--- src/sv/i2cee_pkg.sv ---
// Package for the serial EEPROM byte master.
// Holds the request codes, register indexes, reset values, phase encoding and
// the types shared by the core, the output buffer and the top level.
package i2cee_pkg;

	localparam logic [1:0] OP_NONE   = 2'd0;
	localparam logic [1:0] OP_WRITE  = 2'd1;
	localparam logic [1:0] OP_READ   = 2'd2;
	localparam logic [1:0] OP_UNUSED = 2'd3;

	localparam logic [1:0] CFG_DEV_ADDR    = 2'd0;
	localparam logic [1:0] CFG_ACK_LIMIT   = 2'd1;
	localparam logic [1:0] CFG_PHASE_TICKS = 2'd2;

	localparam logic [6:0] DEV_ADDR_RESET    = 7'd80;
	localparam logic [7:0] ACK_LIMIT_RESET   = 8'd200;
	localparam logic [7:0] PHASE_TICKS_RESET = 8'd1;
	localparam logic [7:0] NAK_POLL_LIMIT    = 8'd100;

	typedef enum logic [4:0] {
		PH_IDLE     = 5'd0,
		PH_STA_A    = 5'd1,
		PH_STA_B    = 5'd2,
		PH_STA_C    = 5'd3,
		PH_WB_PREP  = 5'd4,
		PH_WB_HIGH  = 5'd5,
		PH_WB_LOW   = 5'd6,
		PH_WB_REL   = 5'd7,
		PH_ACK_HIGH = 5'd8,
		PH_ACK_POLL = 5'd9,
		PH_ACK_LOW  = 5'd10,
		PH_RB_PREP  = 5'd11,
		PH_RB_REL   = 5'd12,
		PH_RB_HIGH  = 5'd13,
		PH_RB_LOW   = 5'd14,
		PH_NAK_HIGH = 5'd15,
		PH_NAK_POLL = 5'd16,
		PH_NAK_LOW  = 5'd17,
		PH_STO_A    = 5'd18,
		PH_STO_B    = 5'd19,
		PH_STO_C    = 5'd20
	} phase_t;

	typedef struct packed {
		phase_t     phase;
		logic [2:0] bit_count;
		logic [7:0] shift_reg;
		logic [7:0] delay_count;
		logic [7:0] wait_count;
		logic [1:0] latched_op;
		logic [7:0] latched_addr;
		logic [7:0] latched_data;
		logic       ack_flag;
		logic [7:0] read_reg;
		logic [1:0] ack_count;
		logic       scl;
		logic       sda;
	} state_t;

	typedef struct packed {
		logic       ack_missing;
		logic [7:0] read_data;
		logic       done;
		logic       busy;
		logic       sda_out;
		logic       scl;
	} result_t;

endpackage

--- src/sv/i2cee_core.sv ---
// Bus sequencer of the serial EEPROM byte master: configuration registers,
// transaction state and the one-tick next-state logic. Uses i2cee_pkg.
module i2cee_core (
	input  logic                 clk,
	input  logic                 arst_n,
	input  logic                 accept,
	input  logic [1:0]           op,
	input  logic [7:0]           word_addr,
	input  logic [7:0]           write_data,
	input  logic                 sda_in,
	input  logic                 cfg_we,
	input  logic [1:0]           cfg_index,
	input  logic [7:0]           cfg_wdata,
	output i2cee_pkg::result_t   res
);

	localparam i2cee_pkg::state_t StReset = '{
		phase:        i2cee_pkg::PH_IDLE,
		bit_count:    3'd0,
		shift_reg:    8'd0,
		delay_count:  8'd0,
		wait_count:   8'd0,
		latched_op:   2'd0,
		latched_addr: 8'd0,
		latched_data: 8'd0,
		ack_flag:     1'b0,
		read_reg:     8'd0,
		ack_count:    2'd0,
		scl:          1'b1,
		sda:          1'b1
	};

	logic [6:0]          dev_addr_q;
	logic [7:0]          ack_limit_q;
	logic [7:0]          phase_ticks_q;
	i2cee_pkg::state_t   st_q;
	i2cee_pkg::state_t   st_d;
	logic                done;

	function automatic i2cee_pkg::state_t enter_phase(input i2cee_pkg::state_t s,
			input i2cee_pkg::phase_t p);
		i2cee_pkg::state_t r;
		r = s;
		r.phase = p;
		r.delay_count = 8'd0;
		case (p)
			i2cee_pkg::PH_STA_A, i2cee_pkg::PH_STO_B, i2cee_pkg::PH_ACK_HIGH,
			i2cee_pkg::PH_RB_HIGH, i2cee_pkg::PH_NAK_HIGH: begin
				r.scl = 1'b1;
			end
			i2cee_pkg::PH_STA_B, i2cee_pkg::PH_WB_REL, i2cee_pkg::PH_RB_REL,
			i2cee_pkg::PH_STO_C: begin
				r.sda = 1'b1;
			end
			i2cee_pkg::PH_STA_C, i2cee_pkg::PH_STO_A: begin
				r.sda = 1'b0;
			end
			i2cee_pkg::PH_WB_PREP, i2cee_pkg::PH_WB_LOW, i2cee_pkg::PH_ACK_LOW,
			i2cee_pkg::PH_RB_PREP, i2cee_pkg::PH_RB_LOW, i2cee_pkg::PH_NAK_LOW: begin
				r.scl = 1'b0;
			end
			i2cee_pkg::PH_WB_HIGH: begin
				r.sda = s.shift_reg[7];
				r.scl = 1'b1;
			end
			i2cee_pkg::PH_ACK_POLL, i2cee_pkg::PH_NAK_POLL: begin
				r.wait_count = 8'd0;
			end
			default: begin
			end
		endcase
		return r;
	endfunction

	always_ff @(posedge clk or negedge arst_n) begin
		if (!arst_n) begin
			dev_addr_q    <= i2cee_pkg::DEV_ADDR_RESET;
			ack_limit_q   <= i2cee_pkg::ACK_LIMIT_RESET;
			phase_ticks_q <= i2cee_pkg::PHASE_TICKS_RESET;
		end else if (cfg_we) begin
			case (cfg_index)
				i2cee_pkg::CFG_DEV_ADDR:    dev_addr_q    <= cfg_wdata[6:0];
				i2cee_pkg::CFG_ACK_LIMIT:   ack_limit_q   <= cfg_wdata;
				i2cee_pkg::CFG_PHASE_TICKS: phase_ticks_q <= cfg_wdata;
				default: begin
				end
			endcase
		end
	end

	always_comb begin
		i2cee_pkg::state_t s;
		i2cee_pkg::phase_t nxt;
		logic              go;
		logic [7:0]        pt;
		logic [1:0]        acks;
		s    = st_q;
		nxt  = st_q.phase;
		go   = 1'b0;
		done = 1'b0;
		acks = st_q.ack_count + 2'd1;
		pt   = (phase_ticks_q == 8'd0) ? 8'd1 : phase_ticks_q;

		if (s.phase == i2cee_pkg::PH_IDLE &&
				(op == i2cee_pkg::OP_WRITE || op == i2cee_pkg::OP_READ)) begin
			s.latched_op   = op;
			s.latched_addr = word_addr;
			s.latched_data = write_data;
			s.ack_flag     = 1'b0;
			s.ack_count    = 2'd0;
			s = enter_phase(s, i2cee_pkg::PH_STA_A);
		end

		if (s.phase == i2cee_pkg::PH_ACK_POLL) begin
			if (!sda_in) begin
				s = enter_phase(s, i2cee_pkg::PH_ACK_LOW);
			end else if (s.wait_count >= ack_limit_q) begin
				s.ack_flag = 1'b1;
				s = enter_phase(s, i2cee_pkg::PH_ACK_LOW);
			end else begin
				s.wait_count = s.wait_count + 8'd1;
			end
		end else if (s.phase == i2cee_pkg::PH_NAK_POLL) begin
			if (sda_in || s.wait_count >= i2cee_pkg::NAK_POLL_LIMIT) begin
				s = enter_phase(s, i2cee_pkg::PH_NAK_LOW);
			end else begin
				s.wait_count = s.wait_count + 8'd1;
			end
		end else if (s.phase != i2cee_pkg::PH_IDLE) begin
			s.delay_count = s.delay_count + 8'd1;
			if (s.delay_count >= pt) begin
				go = 1'b1;
				case (s.phase)
					i2cee_pkg::PH_STA_A: nxt = i2cee_pkg::PH_STA_B;
					i2cee_pkg::PH_STA_B: nxt = i2cee_pkg::PH_STA_C;
					i2cee_pkg::PH_STA_C: begin
						s.shift_reg = {dev_addr_q, (s.ack_count != 2'd0)};
						nxt = i2cee_pkg::PH_WB_PREP;
					end
					i2cee_pkg::PH_WB_PREP: begin
						s.bit_count = 3'd0;
						nxt = i2cee_pkg::PH_WB_HIGH;
					end
					i2cee_pkg::PH_WB_HIGH: begin
						s.shift_reg = {s.shift_reg[6:0], 1'b0};
						nxt = i2cee_pkg::PH_WB_LOW;
					end
					i2cee_pkg::PH_WB_LOW: begin
						if (s.bit_count == 3'd7) begin
							nxt = i2cee_pkg::PH_WB_REL;
						end else begin
							s.bit_count = s.bit_count + 3'd1;
							nxt = i2cee_pkg::PH_WB_HIGH;
						end
					end
					i2cee_pkg::PH_WB_REL:   nxt = i2cee_pkg::PH_ACK_HIGH;
					i2cee_pkg::PH_ACK_HIGH: nxt = i2cee_pkg::PH_ACK_POLL;
					i2cee_pkg::PH_ACK_LOW: begin
						s.ack_count = acks;
						if (acks == 2'd1) begin
							s.shift_reg = s.latched_addr;
							nxt = i2cee_pkg::PH_WB_PREP;
						end else if (s.latched_op == i2cee_pkg::OP_WRITE) begin
							if (acks == 2'd2) begin
								s.shift_reg = s.latched_data;
								nxt = i2cee_pkg::PH_WB_PREP;
							end else begin
								nxt = i2cee_pkg::PH_STO_A;
							end
						end else if (acks == 2'd2) begin
							nxt = i2cee_pkg::PH_STA_A;
						end else begin
							s.shift_reg = 8'd0;
							nxt = i2cee_pkg::PH_RB_PREP;
						end
					end
					i2cee_pkg::PH_RB_PREP: begin
						s.bit_count = 3'd0;
						nxt = i2cee_pkg::PH_RB_REL;
					end
					i2cee_pkg::PH_RB_REL: nxt = i2cee_pkg::PH_RB_HIGH;
					i2cee_pkg::PH_RB_HIGH: begin
						s.shift_reg = {s.shift_reg[6:0], sda_in};
						nxt = i2cee_pkg::PH_RB_LOW;
					end
					i2cee_pkg::PH_RB_LOW: begin
						if (s.bit_count == 3'd7) begin
							s.read_reg = s.shift_reg;
							nxt = i2cee_pkg::PH_NAK_HIGH;
						end else begin
							s.bit_count = s.bit_count + 3'd1;
							nxt = i2cee_pkg::PH_RB_HIGH;
						end
					end
					i2cee_pkg::PH_NAK_HIGH: nxt = i2cee_pkg::PH_NAK_POLL;
					i2cee_pkg::PH_NAK_LOW:  nxt = i2cee_pkg::PH_STO_A;
					i2cee_pkg::PH_STO_A:    nxt = i2cee_pkg::PH_STO_B;
					i2cee_pkg::PH_STO_B:    nxt = i2cee_pkg::PH_STO_C;
					i2cee_pkg::PH_STO_C: begin
						done = 1'b1;
						nxt = i2cee_pkg::PH_IDLE;
					end
					default: nxt = i2cee_pkg::PH_IDLE;
				endcase
			end
		end

		if (go) begin
			s = enter_phase(s, nxt);
		end
		st_d = s;
	end

	always_ff @(posedge clk or negedge arst_n) begin
		if (!arst_n) begin
			st_q <= StReset;
		end else if (accept) begin
			st_q <= st_d;
		end
	end

	assign res.scl         = st_d.scl;
	assign res.sda_out     = st_d.sda;
	assign res.busy        = (st_d.phase != i2cee_pkg::PH_IDLE);
	assign res.done        = done;
	assign res.read_data   = st_d.read_reg;
	assign res.ack_missing = st_d.ack_flag;

endmodule

--- src/sv/i2cee_outbuf.sv ---
// Result register with a skid stage for the serial EEPROM byte master.
// Takes one result_t per accepted beat; depends on i2cee_pkg.
module i2cee_outbuf (
	input  logic                 clk,
	input  logic                 arst_n,
	input  logic                 push,
	input  i2cee_pkg::result_t   push_data,
	output logic                 push_ready,
	output logic                 out_valid,
	input  logic                 out_ready,
	output i2cee_pkg::result_t   out_data
);

	logic                 main_valid_q;
	logic                 skid_valid_q;
	i2cee_pkg::result_t   main_q;
	i2cee_pkg::result_t   skid_q;
	logic                 pop;

	assign pop        = main_valid_q & out_ready;
	assign push_ready = !skid_valid_q;
	assign out_valid  = main_valid_q;
	assign out_data   = main_q;

	always_ff @(posedge clk or negedge arst_n) begin
		if (!arst_n) begin
			main_valid_q <= 1'b0;
			skid_valid_q <= 1'b0;
		end else if (skid_valid_q) begin
			if (pop) begin
				skid_valid_q <= 1'b0;
			end
		end else if (push) begin
			if (main_valid_q && !pop) begin
				skid_valid_q <= 1'b1;
			end
			main_valid_q <= 1'b1;
		end else if (pop) begin
			main_valid_q <= 1'b0;
		end
	end

	always_ff @(posedge clk) begin
		if (skid_valid_q) begin
			if (pop) begin
				main_q <= skid_q;
			end
		end else if (push) begin
			if (main_valid_q && !pop) begin
				skid_q <= push_data;
			end else begin
				main_q <= push_data;
			end
		end
	end

endmodule

--- src/sv/i2c_eeprom_byte_master.sv ---
// Top level of the serial EEPROM byte master (byte write and random read).
// Instantiates i2cee_core and i2cee_outbuf; uses i2cee_pkg.
//
//   Channel   Direction  Beat contents
//   s_axis    in         one bus tick: request code, word address, data, SDA level
//   m_axis    out        one result per tick: line levels, status, read byte
//   cfg       in         register write: index 0 address, 1 ack limit, 2 ticks
//
// One input beat can be taken every cycle while s_axis_tready is high and gives
// exactly one result beat; the result leaves through the output register.
// A two-entry output buffer (register plus skid) keeps s_axis_tready high while
// one result waits, so the rate drops only when both entries are held.
// Reset loads the register defaults and returns the sequencer to idle.
module i2c_eeprom_byte_master (
	input  logic        clk,
	input  logic        arst_n,
	input  logic        s_axis_tvalid,
	output logic        s_axis_tready,
	input  logic [23:0] s_axis_tdata,  // word_addr[7:0], write_data[15:8], sda_in[16], zero
	input  logic [1:0]  s_axis_tuser,  // op[1:0]
	output logic        m_axis_tvalid,
	input  logic        m_axis_tready,
	output logic [15:0] m_axis_tdata,  // scl, sda_out, busy_res, done_res,
	                                   // read_data[11:4], ack_missing[12], zero
	input  logic        cfg_we,
	input  logic [1:0]  cfg_index,
	input  logic [7:0]  cfg_wdata
);

	logic                 accept;
	i2cee_pkg::result_t   core_res;
	i2cee_pkg::result_t   out_res;

	assign accept = s_axis_tvalid & s_axis_tready;

	i2cee_core u_core (
		.clk        (clk),
		.arst_n     (arst_n),
		.accept     (accept),
		.op         (s_axis_tuser),
		.word_addr  (s_axis_tdata[7:0]),
		.write_data (s_axis_tdata[15:8]),
		.sda_in     (s_axis_tdata[16]),
		.cfg_we     (cfg_we),
		.cfg_index  (cfg_index),
		.cfg_wdata  (cfg_wdata),
		.res        (core_res)
	);

	i2cee_outbuf u_outbuf (
		.clk        (clk),
		.arst_n     (arst_n),
		.push       (accept),
		.push_data  (core_res),
		.push_ready (s_axis_tready),
		.out_valid  (m_axis_tvalid),
		.out_ready  (m_axis_tready),
		.out_data   (out_res)
	);

	assign m_axis_tdata = {3'b000, out_res.ack_missing, out_res.read_data, out_res.done,
		out_res.busy, out_res.sda_out, out_res.scl};

endmodule

--- config.mk ---
export PLATFORM = sky130hd
export DESIGN_NAME = i2c_eeprom_byte_master
export DESIGN_NICKNAME = d
export VERILOG_FILES = /design/src/sv/i2cee_pkg.sv /design/src/sv/i2cee_core.sv /design/src/sv/i2cee_outbuf.sv /design/src/sv/i2c_eeprom_byte_master.sv
export SDC_FILE = /design/constraint.sdc
export NUM_CORES = 1
export LEC_CHECK = 0
export BUFFER_PORTS_ARGS = -buffer_cell sky130_fd_sc_hd__buf_2
export CAP_MARGIN = 5
export CELL_PAD_IN_SITES_DETAIL_PLACEMENT = 1
export CELL_PAD_IN_SITES_GLOBAL_PLACEMENT = 2
export CORE_UTILIZATION = 25
export DETAILED_ROUTE_END_ITERATION = 16
export GPL_TIMING_DRIVEN = 0
export HOLD_SLACK_MARGIN = 0.05
export PLACE_DENSITY = 0.63
export SYNTH_ARGS = -nofsm -noshare
export SYNTH_HDL_FRONTEND = slang
export SYNTH_SLANG_ARGS = --single-unit
--- constraint.sdc ---
create_clock -name clk -period 13.65 [get_ports clk]
set_clock_uncertainty 0.05 [all_clocks]
set_input_delay 0.6825 -clock clk [delete_from_list [all_inputs] [get_ports clk]]
set_output_delay 0.6825 -clock clk [all_outputs]
set_load 0.005 [all_outputs]
==> impl_metrics.json <==
{
  "multiInputGateArea_mm2": 0.00341,
  "cts_tree": "done",
  "grt_pass1_vias": 5811,
  "synth_area_per_cell_um2": 10.1,
  "worst_path_max_delay_cell": "or4_4",
  "start_kind": "register",
  "cp.required_ns": 13.76,
  "fillers": 2984,
  "ys_ff_latch": 114,
  "dp.cells": 1044,
  "drtPass1Iterations": 11,
  "violations": "DRC",
  "area_growth_pct": 19.9,
  "crit_chain": "buf_6 -> or4_4 -> or3_1 -> clkbuf_1 -> clkbuf_1 -> and2_1 -> ha_1 -> nand3_1 -> xor2_1 -> nor2_1 -> ha_1 -> o2111ai_1 -> o221ai_1 -> nand2_1 -> nor3_1 -> nand2_1 -> or3_1 -> a32o_1 -> mux2_4",
  "pwr_density_cell_mw_per_mm2": 199,
  "ant_nets": 0,
  "cts_resized": 0,
  "synth_seq_area_share_pct": 44.9,
  "die_area_mm2": 0.0273,
  "pin_count": 59,
  "hold_buffers": 0,
  "ir_drop_mv": 0.0748,
  "drv_cap": 0,
  "path_class": "reg -> reg",
  "syn_area_mm2": 0.00666,
  "max_freq_mhz": 165,
  "p_leak_nw": 3.42,
  "crit_cells": 19,
  "worst_pin_slew_ns": 1.15,
  "cts_max_level": 4,
  "syn_inst": 658,
  "drc_errors": 2,
  "slew_violations": 0,
  "path_clk_slew_ns": 0.06,
  "drt_iter0_drc": 271,
  "synth_area_leaders": "dfrtp_1 (30%), edfxtp_1 (12%), mux2_2 (10%), nand2_1 (6.7%), ha_1 (4.3%)",
  "clock_sinks": 114,
  "initial_core_util_pct": 25.5,
  "via_per_inst": 5.04,
  "grt_overflow": 0,
  "regArea_mm2": 0.00299,
  "finalHoldViolations": 0,
  "slew_headroom_pct": 23.2,
  "synth-edff-count": 26,
  "crit_fanout": 10,
  "worst-path-buf-inv": 3,
  "synth_cell_types": 82,
  "async_flop_share_pct": 77.2,
  "rows": 59,
  "wl_per_cell_um": 18.9,
  "grt_usage_pct": 15.9,
  "cts_setup_buffers": 0,
  "vias": 5424,
  "die_w_um": 165,
  "tns_ns": 0,
  "setup_violations": 0,
  "crit_arrival_ns": 6.17,
  "clk_latency_ns": 0.41,
  "rsz0062_at_grt": "false",
  "crit_family": "simple AND/OR/NAND/NOR gates",
  "synth_top_area_share_pct": 30.1,
  "yosysTopAreaCell": "dfrtp_1",
  "port_buffers": 48,
  "n_antenna_cell": 0,
  "worst_path_largest_cell_delay_ns": 0.58,
  "r2r_cells": 19,
  "status": "complete, but fails checks",
  "r2r_slack_ns": 7.60,
  "grt_max_degree": 57,
  "stdcell_count": 1076,
  "fin_util_pct": 30.6,
  "nNetsFinal": 792,
  "fp.dieH_um": 165,
  "core_area_mm2": 0.0261,
  "gp_congestion": 0.910,
  "cts_max_path_buffers": 2,
  "grt_pass1_wl_um": 32700,
  "antenna_found_initial": 0,
  "finalCritPeriodShare_pct": 44.4,
  "min_period_ns": 6.05,
  "numCtsBuffers": 17,
  "cts-root-buf": "clkbuf_16",
  "hold_path.class": "in -> async",
  "ys.flop_type": "dfrtp_1",
  "drive_gt1_share_pct": 25.9,
  "wl_um": 20300,
  "dp_hpwl_um": 15800,
  "ys_warn_count": 0,
  "end_kind": "register"
}
## cells in the mapped netlist (all sizes together), types with 4 or more instances
| cell | instances |
|---|---|
| mux2 | 65 |
| o21ai | 35 |
| inv | 26 |
| nor4 | 6 |
| dfstp | 8 |
| a21o | 4 |
| xnor2 | 6 |
| nor3 | 7 |
| a21oi | 26 |
| or3 | 9 |
| o31ai | 11 |
| o22ai | 6 |
| nand3 | 17 |
| a211oi | 6 |
| mux2i | 11 |
| o21a | 4 |
| clkbuf | 14 |
| buf | 19 |
| nand2b | 9 |
| dfrtp | 80 |
| nand4 | 4 |
| and3 | 7 |
| a31oi | 13 |
| a222oi | 7 |
| xor2 | 5 |
| nor2 | 32 |
| edfxtp | 26 |
| ha | 23 |
| nand2 | 118 |
| a22o | 6 |
## placed cells by master (no fill, tap or decap), types with 15 or more instances in the layout
master     Yosys  final
o21ai_0       33     33
ha_1          23     23
clkbuf_1      14     15
dfrtp_1       80     80
clkbuf_16      0     19
buf_2          9     56
nand2_1      118    118
a21oi_1       25     24
edfxtp_1      26     26
inv_1         26     26
mux2_2        62     62
nand3_1       17     17
nor2_1        32     32
## metal layers
| layer | track usage [%] | part of all wire [%] |
|---|---|---|
| met1 | 20.5 | 47 |
| met3 | 2.80 | 3.1 |
| met4 | 5.30 | 2.0 |
| met2 | 26.6 | 48 |
| met5 | 0 | 0 |
## path summary, 6_finish.rpt
kind	endpoint	startpoint
min reg2reg	u_core.st_q[11]$_DFFE_PN0P_	u_core.st_q[11]$_DFFE_PN0P_
max reg2reg	u_outbuf.out_data[0]$_DFFE_PP_	u_core.st_q[58]$_DFFE_PN0P_
max in group asynchronous	u_core.ack_limit_q[6]$_DFFE_PN1P_	arst_n
min in group clk	u_outbuf.skid_valid_q$_DFF_PN0_	m_axis_tready
min	u_core.st_q[6]$_DFFE_PN0P_	arst_n
max	u_outbuf.out_data[0]$_DFFE_PP_	u_core.st_q[58]$_DFFE_PN0P_
## where the power goes
group | internal [W] | leakage [nW] | switching, W
clock network | 0.000301 | 0.296 | 0.000168
registers | 0.000443 | 1.36 | 0.0000450
logic | 0.000248 | 1.77 | 0.000385
total | 0.000992 | 3.42 | 0.000597
## layout make-up
class	count	area share, %
well taps	335	5.25
repair buffers	49	3.38
clock inverters	10	1.49
plain buffers	33	2.07
inverters	27	1.27
flip-flops and latches	114	37.5
multi-input cells	486	42.7
clock buffers	22	6.34
## registers in the layout, indices dropped and copies added, names as in the netlist
signal                 count
u_outbuf.out_valid         1
u_outbuf.skid_q           13
u_outbuf.out_data         13
u_core.dev_addr_q          7
u_core.ack_limit_q         8
u_outbuf.skid_valid_q      1
u_core.st_q               63
u_core.phase_ticks_q       8
## through the flow
stage	hold slack [ns]	area [um2]	power (W)	worst slack, ns
after floorplan	0.337	6670	0.000925	8.48
after global placement	0.403	7330	0.00111	7.44
after detailed placement	0.410	7360	0.00113	7.42
after CTS	0.192	7980	0.00161	7.59
after global routing	0.207	7990	0.00169	7.15
final	0.189	7990	0.00159	7.60
## logic make-up (layout without fill, tap and decap cells)
kind of cell               Yosys count  count (layout)  synth area share (%)
AOI/OAI and AO/OA                  146             146                  16.1
xor gates and xnor gates            11              11                  1.56
adders and majority gates           24              24                  4.47
buffers and inverters               60             141                  4.00
DFF                                114             114                  44.9
muxes                               76              76                  12.8
other                                1               3                0.0563
and+or+nand+nor                    226             226                  16.2
## worst reg2reg max path, stage by stage (launching register included)
cell	delay, ns
dfrtp_1	0.37
buf_6	0.14
or4_4	0.58
or3_1	0.37
clkbuf_1	0.20
clkbuf_1	0.29
and2_1	0.26
ha_1	0.24
nand3_1	0.20
xor2_1	0.21
nor2_1	0.07
ha_1	0.32
o2111ai_1	0.16
o221ai_1	0.57
nand2_1	0.34
nor3_1	0.47
nand2_1	0.09
or3_1	0.34
a32o_1	0.26
mux2_4	0.27
No activity file was read; power rests on OpenSTA's default activity.
